<file path="config.mk">
export PLATFORM = sky130hd
export DESIGN_NAME = distance_vector_route_update
export DESIGN_NICKNAME = d
export VERILOG_FILES = /design/src/dvru_pkg.sv /design/src/distance_vector_route_update.sv
export SDC_FILE = /design/constraint.sdc
export NUM_CORES = 1
export LEC_CHECK = 0
export ABC_AREA = 1
export ABC_CLOCK_PERIOD_IN_PS = 6300
export BUFFER_PORTS_ARGS = -buffer_cell sky130_fd_sc_hd__buf_2
export CORE_ASPECT_RATIO = 1.2
export CORE_MARGIN = 5
export CORE_UTILIZATION = 62
export DETAILED_ROUTE_END_ITERATION = 7
export PLACE_DENSITY = 0.82
export SLEW_MARGIN = 20
export SYNTH_ARGS = -nofsm -noshare
export SYNTH_HDL_FRONTEND = slang
export SYNTH_SLANG_ARGS = --single-unit
</file>
<file path="constraint.sdc">
create_clock -name clock -period 6.3 [get_ports clock]
set_clock_uncertainty 0.1 [all_clocks]
set_input_delay 1.26 -clock clock [delete_from_list [all_inputs] [get_ports clock]]
set_output_delay 1.26 -clock clock [all_outputs]
set_load 0.01 [all_outputs]
</file>
<file path="src/dvru_pkg.sv">
// -----------------------------------------------------------------------------
// dvru_pkg: shared types and constants for the distance-vector route update
// Word layouts of the request and response channels, command and register
// codes, and reset values of the configuration registers.
// -----------------------------------------------------------------------------
package dvru_pkg;

   localparam int ID_W       = 3;
   localparam int DIST_W     = 16;
   localparam int CSR_IDX_W  = 1;
   localparam int CSR_DATA_W = 16;

   localparam int NODE_COUNT_DEF = 8;

   localparam logic [DIST_W-1:0] DIST_SAT         = '1;
   localparam logic [DIST_W-1:0] MAX_DIST_RST     = DIST_W'(1000);
   localparam logic [ID_W-1:0]   OWN_NODE_RST     = '0;

   // command field codes
   localparam logic CMD_LOAD   = 1'b0;
   localparam logic CMD_VECTOR = 1'b1;

   // configuration register indexes
   localparam logic [CSR_IDX_W-1:0] CSR_OWN_NODE = 1'b0;
   localparam logic [CSR_IDX_W-1:0] CSR_MAX_DIST = 1'b1;

   typedef struct packed {
      logic              command;
      logic [ID_W-1:0]   sender_id;
      logic [ID_W-1:0]   dest_id;
      logic [DIST_W-1:0] advertised_dist;
      logic              last_element;
   } req_type;

   typedef struct packed {
      logic [ID_W-1:0]   entry_node;
      logic [DIST_W-1:0] entry_dist;
      logic [ID_W-1:0]   entry_hop;
      logic              entry_hop_known;
      logic              entry_changed;
      logic              vector_changed;
      logic              saturated;
   } rsp_type;

endpackage

</file>
<file path="src/distance_vector_route_update.sv">
// -----------------------------------------------------------------------------
// distance_vector_route_update: routing table with distance-vector updates
// Holds per-node route distance, next hop and link cost. Load words set a
// link cost and seed the route; vector words relax the route through the
// sender and report the entry after the update.
// -----------------------------------------------------------------------------
//
//   channel   ports                         word       direction
//   request   req_valid/req_ready/req_data  req_type   in
//   response  rsp_valid/rsp_ready/rsp_data  rsp_type   out
//   csr       csr_we/csr_index/csr_wdata    16 bits    in, write only
//
// One word per cycle while the response is not stalled: an input register,
// then one table read, 17-bit add and compare into the response register.
// The table is written in the same cycle the word moves to the response
// register, so the next word sees the update without a bubble.
// Synchronous reset empties both registers and clears the table at once.
// A stalled response holds; the input register keeps taking one more word.
//
module distance_vector_route_update #(
   parameter int NODE_COUNT = dvru_pkg::NODE_COUNT_DEF
) (
   input  logic                                 clock,
   input  logic                                 reset,
   input  logic                                 req_valid,
   output logic                                 req_ready,
   input  dvru_pkg::req_type                    req_data,
   output logic                                 rsp_valid,
   input  logic                                 rsp_ready,
   output dvru_pkg::rsp_type                    rsp_data,
   input  logic                                 csr_we,
   input  logic [dvru_pkg::CSR_IDX_W-1:0]       csr_index,
   input  logic [dvru_pkg::CSR_DATA_W-1:0]      csr_wdata
);

   // node ids are ID_W bits wide, so entries past 2**ID_W are never reached
   localparam int ID_SPAN     = 1 << dvru_pkg::ID_W;
   localparam int TABLE_DEPTH = (NODE_COUNT < ID_SPAN) ? NODE_COUNT : ID_SPAN;
   localparam int IDX_W       = $clog2(TABLE_DEPTH);
   localparam int DIST_W      = dvru_pkg::DIST_W;
   localparam int ID_W        = dvru_pkg::ID_W;

   logic [DIST_W-1:0] route_dist_ff [TABLE_DEPTH];
   logic [ID_W-1:0]   route_hop_ff  [TABLE_DEPTH];
   logic              route_known_ff[TABLE_DEPTH];
   logic [DIST_W-1:0] link_cost_ff  [TABLE_DEPTH];
   logic              pending_ff, pending_in;

   logic [ID_W-1:0]   own_node_ff;
   logic [DIST_W-1:0] max_dist_ff;

   logic              in_valid_ff;
   dvru_pkg::req_type in_ff;
   logic              out_valid_ff;
   dvru_pkg::rsp_type out_ff;
   dvru_pkg::rsp_type out_in;

   logic advance, fire;

   logic [IDX_W-1:0]  dst_idx, snd_idx;
   logic              dst_in_table, snd_in_table, writable;
   logic [DIST_W-1:0] cost, cur_dist, sum;
   logic [DIST_W:0]   sum_wide;
   logic              sat;
   logic              write_route, write_link, changed;
   logic [DIST_W-1:0] new_dist, new_link;
   logic [ID_W-1:0]   new_hop;
   logic              new_known;

   assign advance   = !out_valid_ff || rsp_ready;
   assign fire      = in_valid_ff && advance;
   assign req_ready = !in_valid_ff || advance;
   assign rsp_valid = out_valid_ff;
   assign rsp_data  = out_ff;

   assign dst_idx      = in_ff.dest_id[IDX_W-1:0];
   assign snd_idx      = in_ff.sender_id[IDX_W-1:0];
   assign dst_in_table = {1'b0, in_ff.dest_id} < (ID_W+1)'(TABLE_DEPTH);
   assign snd_in_table = {1'b0, in_ff.sender_id} < (ID_W+1)'(TABLE_DEPTH);
   assign writable     = dst_in_table && (in_ff.dest_id != own_node_ff);

   assign cost     = snd_in_table ? link_cost_ff[snd_idx] : '0;
   assign cur_dist = dst_in_table ? route_dist_ff[dst_idx] : '0;
   assign sum_wide = {1'b0, in_ff.advertised_dist} + {1'b0, cost};
   assign sat      = sum_wide[DIST_W];
   assign sum      = sat ? dvru_pkg::DIST_SAT : sum_wide[DIST_W-1:0];

   always_comb begin
      write_route = 1'b0;
      write_link  = 1'b0;
      new_dist    = sum;
      new_hop     = in_ff.sender_id;
      new_known   = 1'b1;
      new_link    = '0;
      if (in_ff.command == dvru_pkg::CMD_LOAD) begin
         write_route = writable;
         write_link  = writable;
         if (in_ff.advertised_dist != '0 && in_ff.advertised_dist < max_dist_ff) begin
            new_dist  = in_ff.advertised_dist;
            new_hop   = in_ff.dest_id;
            new_known = 1'b1;
            new_link  = in_ff.advertised_dist;
         end else begin
            new_dist  = max_dist_ff;
            new_hop   = '0;
            new_known = 1'b0;
         end
      end else begin
         // replace an unreachable route, or a longer one
         write_route = writable &&
                       ((cur_dist == max_dist_ff && in_ff.advertised_dist != max_dist_ff) ||
                        cur_dist > sum);
      end
   end

   assign changed = write_route;

   always_comb begin
      pending_in = pending_ff;
      out_in.entry_node      = in_ff.dest_id;
      out_in.entry_changed   = changed;
      out_in.saturated       = (in_ff.command == dvru_pkg::CMD_VECTOR) && sat;
      out_in.vector_changed  = 1'b0;
      if (in_ff.command == dvru_pkg::CMD_VECTOR) begin
         if (in_ff.last_element) begin
            out_in.vector_changed = pending_ff || changed;
            pending_in            = 1'b0;
         end else begin
            pending_in = pending_ff || changed;
         end
      end
      if (!dst_in_table) begin
         out_in.entry_dist      = '0;
         out_in.entry_hop       = '0;
         out_in.entry_hop_known = 1'b0;
      end else if (write_route) begin
         out_in.entry_dist      = new_dist;
         out_in.entry_hop       = new_hop;
         out_in.entry_hop_known = new_known;
      end else begin
         out_in.entry_dist      = cur_dist;
         out_in.entry_hop       = route_hop_ff[dst_idx];
         out_in.entry_hop_known = route_known_ff[dst_idx];
      end
   end

   // configuration registers
   always_ff @(posedge clock) begin
      if (reset) begin
         own_node_ff <= dvru_pkg::OWN_NODE_RST;
         max_dist_ff <= dvru_pkg::MAX_DIST_RST;
      end else if (csr_we) begin
         unique case (csr_index)
            dvru_pkg::CSR_OWN_NODE: own_node_ff <= csr_wdata[ID_W-1:0];
            dvru_pkg::CSR_MAX_DIST: max_dist_ff <= csr_wdata[DIST_W-1:0];
            default: ;
         endcase
      end
   end

   // input register and response register
   always_ff @(posedge clock) begin
      if (reset) begin
         in_valid_ff  <= 1'b0;
         out_valid_ff <= 1'b0;
         pending_ff   <= 1'b0;
      end else begin
         if (req_valid && req_ready) begin
            in_valid_ff <= 1'b1;
         end else if (fire) begin
            in_valid_ff <= 1'b0;
         end
         if (fire) begin
            out_valid_ff <= 1'b1;
            pending_ff   <= pending_in;
         end else if (rsp_ready) begin
            out_valid_ff <= 1'b0;
         end
      end
   end

   always_ff @(posedge clock) begin
      if (req_valid && req_ready) begin
         in_ff <= req_data;
      end
      if (fire) begin
         out_ff <= out_in;
      end
   end

   // route and link tables
   always_ff @(posedge clock) begin
      if (reset) begin
         for (int k = 0; k < TABLE_DEPTH; k++) begin
            route_dist_ff[k]  <= dvru_pkg::DIST_SAT;
            route_hop_ff[k]   <= '0;
            route_known_ff[k] <= 1'b0;
            link_cost_ff[k]   <= '0;
         end
      end else if (fire) begin
         if (write_route) begin
            route_dist_ff[dst_idx]  <= new_dist;
            route_hop_ff[dst_idx]   <= new_hop;
            route_known_ff[dst_idx] <= new_known;
         end
         if (write_link) begin
            link_cost_ff[dst_idx] <= new_link;
         end
      end
   end

   a_reset_empty: assert property (@(posedge clock)
      reset |=> !rsp_valid && req_ready)
      else $error("pipeline not empty after reset");

   a_own_node_fixed: assert property (@(posedge clock) disable iff (reset)
      rsp_valid && rsp_data.entry_node == own_node_ff |-> !rsp_data.entry_changed)
      else $error("own node entry reported as changed");

   a_unknown_hop_dist: assert property (@(posedge clock) disable iff (reset)
      rsp_valid && rsp_data.entry_changed && !rsp_data.entry_hop_known
      |-> rsp_data.entry_dist == max_dist_ff)
      else $error("dropped route does not read as unreachable");

   a_sat_vector_only: assert property (@(posedge clock) disable iff (reset)
      fire && in_ff.command == dvru_pkg::CMD_LOAD |=> !rsp_data.saturated)
      else $error("saturation flagged on a load word");

endmodule

</file>
==> flow_summary.json <==
{
  "cellPowerDensity_nw_per_um2": 308,
  "critPathRequiredTime_ps": 6450,
  "synth_top_flop_cell": "edfxtp_1",
  "drt_wl_total_mm": 50.3,
  "gr-usage-all-layers": 0.299,
  "cts.path.max_buffers": 3,
  "synth_area_per_cell_um2": 9.18,
  "synth.distinct_cells": 39,
  "p_leak_nw": 7.97,
  "die_area_um2": 33600,
  "seqPwrFrac": 0.448,
  "cpMaxStageDelayCell": "buf_6",
  "crit_chain": "inv_1 > buf_4 > o21ai_0 > o22ai_1 > nor2_1 > a31oi_1 > ha_1 > a21oi_1 > o21ai_0 > nand2_1 > o211ai_1 > a21oi_2 > inv_1 > or2_2 > ha_1 > o21bai_1 > a21boi_0 > o21bai_1 > nand2_1 > o211ai_1 > a21oi_1 > nand2_4 > buf_6 > nand4_1",
  "slew_viol_final": 0,
  "worstSetupStartpointType": "flip-flop",
  "start_util": 0.628,
  "rrSetupSlack_ps": 580,
  "p_comb_frac": 0.211,
  "grt_max_degree": 84,
  "endpoint_kind": "flip-flop",
  "holdBufCountCts": 0,
  "drive_gt1_frac": 0.0922,
  "rsz0062_at_grt": "false",
  "clkSlewWorstSetupHoldPaths_ps": 60,
  "run_status": "completed",
  "hold_viol_final": 0,
  "fin_crit_ps": 5720,
  "drtIter0Drc": 2081,
  "grt_pass1_wl_mm": 78.4,
  "grt_overflow": 0,
  "syn_nets": 2121,
  "drtAntennaViolNets": 0,
  "place_congestion": 0.967,
  "ys_ff_latch": 366,
  "cts-buffers-inserted": 37,
  "crit_family": "compound AO/OA/AOI/OAI gates",
  "synth_common_cells": "380 x nand2_1, 379 x nor2_1, 338 x edfxtp_1",
  "arrival_ps": 5870,
  "yosysWarnings": 0,
  "portBuffers": 73,
  "nets": 2141,
  "cts_sinks": 366,
  "worst_pin_slew_ps": 982,
  "syn_to_final_growth_pct": 9.30,
  "core_area_um2": 29600,
  "wl_per_cell_um": 20.4,
  "irDropWorstVdd_mv": 0.253,
  "timing.fmax_mhz": 175,
  "via_per_inst": 6.16,
  "hold_class": "flip-flop to flip-flop",
  "cts_tree": "done",
  "synth-edff-count": 338,
  "yosysSeqAreaShare": 0.576,
  "placed_cells": 2397,
  "grt_antenna_before_repair": 0,
  "num_vias": 15200,
  "syn-cell-area_um2": 18600,
  "finalSetupTns_ps": 0,
  "htree_num_levels": 2,
  "power_switching_w": 0.00194,
  "cp_max_fo": 82,
  "ios": 74,
  "post-cts-setup-buffer-count": 0,
  "die_y_um": 200,
  "syn_inst": 2026,
  "switching_share": 0.310,
  "diodes": 0,
  "yosys.area.top_type_share": 0.546,
  "clkPwrFrac": 0.341,
  "slew_headroom": 0.344,
  "cts-root-buf": "clkbuf_16",
  "die_w_um": 168,
  "synthArstFlopShare": 0,
  "cts_resized": 0,
  "period_share": 0.907,
  "max_stage_delay_ps": 520,
  "rows": 69,
  "p_int_w": 0.00432,
  "dp_hpwl_mm": 33.9,
  "yosys.area.top_type": "edfxtp_1",
  "drv_cap": 0,
  "critical_path_class": "flip-flop to flip-flop",
  "fin_cells": 2461,
  "drc": 0,
  "clk_latency_ps": 550,
  "synth_most_common_cell": "nand2_1",
  "synthTopCellsByArea": "edfxtp_1 55%, nand2_1 7.7%, nor2_1 7.6%",
  "grt_pass1_vias": 14800,
  "drtPass1Iterations": 7,
  "critPathBufInv": 4,
  "setup-violations-final": 0
}
## through the flow
stage | instance area (um2) | hold slack, ps | setup slack [ps] | power (W) | utilization
after floorplan | 18600 | 321 | 1240 | 0.00378 | -
after global placement | 19100 | 355 | 520 | 0.00410 | 0.646
after detailed placement | 19100 | 383 | 394 | 0.00413 | 0.646
after CTS | 20300 | 392 | 347 | 0.00623 | 0.685
after global routing | 20300 | 423 | 21.6 | 0.00651 | 0.686
final | 20300 | 392 | 584 | 0.00627 | 0.686
## cell families after synthesis
kind of cell / count (synthesis) / synth area share
AOI/OAI and AO/OA: 243 / 0.0723
xor gates and xnor gates: 12 / 0.00565
adders and majority gates: 49 / 0.0334
buffers and inverters: 304 / 0.0677
DFF: 366 / 0.576
and+or+nand+nor: 1052 / 0.245
## per-layer routing
metal,global-route usage,share of wire
met1,0.370,0.35
met5,0,0
met4,0.156,0.052
met2,0.510,0.49
met3,0.0483,0.10
## cell usage in the layout, fill, tap and decap left out, drive strengths merged, types with 5 or more instances in the layout
| master | Yosys | final |
|---|---|---|
| a21oi | 46 | 46 |
| a31oi | 17 | 17 |
| buf | 52 | 103 |
| clkbuf | 70 | 41 |
| clkinv | 3 | 21 |
| dfxtp | 28 | 28 |
| edfxtp | 338 | 338 |
| ha | 48 | 48 |
| inv | 179 | 180 |
| nand2 | 381 | 381 |
| nand3 | 140 | 140 |
| nand4 | 136 | 136 |
| nor2 | 379 | 379 |
| nor3 | 12 | 12 |
| o211ai | 10 | 10 |
| o21ai | 134 | 134 |
| o21bai | 5 | 5 |
| o22ai | 20 | 20 |
| xnor2 | 5 | 5 |
| xor2 | 7 | 7 |
## registers in the layout, indices dropped and copies added, names as in the netlist, named ones only
signal / count
own_node_ff: 3
in_ff: 18
snd_idx: 3
in_valid_ff: 1
dst_idx: 3
route_dist_ff: 128
max_dist_ff: 16
link_cost_ff: 128
route_known_ff: 8
rsp_valid: 1
pending_ff: 1
route_hop_ff: 24
rsp_data: 26
## worst min-delay path, delay by kind of cell (launching register included)
kind / cells / cell delay (ps)
buffers and inverters: 1 / 70
flip-flops: 1 / 310
AO/OA/AOI/OAI: 1 / 60
## power by group through the flow
stage | sequential (W) | clock (W) | combinational [W]
2_1_floorplan | 0.00285 | 0 | 0.000929
3_3_place_gp | 0.00286 | 0 | 0.00124
3_5_place_dp | 0.00286 | 0 | 0.00127
4_1_cts | 0.00281 | 0.00214 | 0.00128
5_1_grt | 0.00282 | 0.00225 | 0.00145
6_report | 0.00281 | 0.00214 | 0.00132
## area by class of cell
cell class	instances	area, um2
flip-flops and latches	366	10700
fillers	2249	9290
multi-input cells	1356	6680
clock buffers	41	941
inverters	182	687
repair buffers	103	611
well taps	390	488
clock inverters	23	211
## worst paths after layout
| kind | end | cells past startpoint | from |
|---|---|---|---|
| worst max register to register | route_dist_ff[7][11]$_SDFFCE_PN1P_ | 24 | flip-flop |
| worst min register to register | pending_ff$_SDFFE_PP0P_ | 2 | pending_ff$_SDFFE_PP0P_ |
| worst min-delay path | pending_ff$_SDFFE_PP0P_ | 2 | pending_ff$_SDFFE_PP0P_ |
| worst max-delay path | route_dist_ff[7][11]$_SDFFCE_PN1P_ | 24 | flip-flop |
No activity file was read; power rests on OpenSTA's default activity.
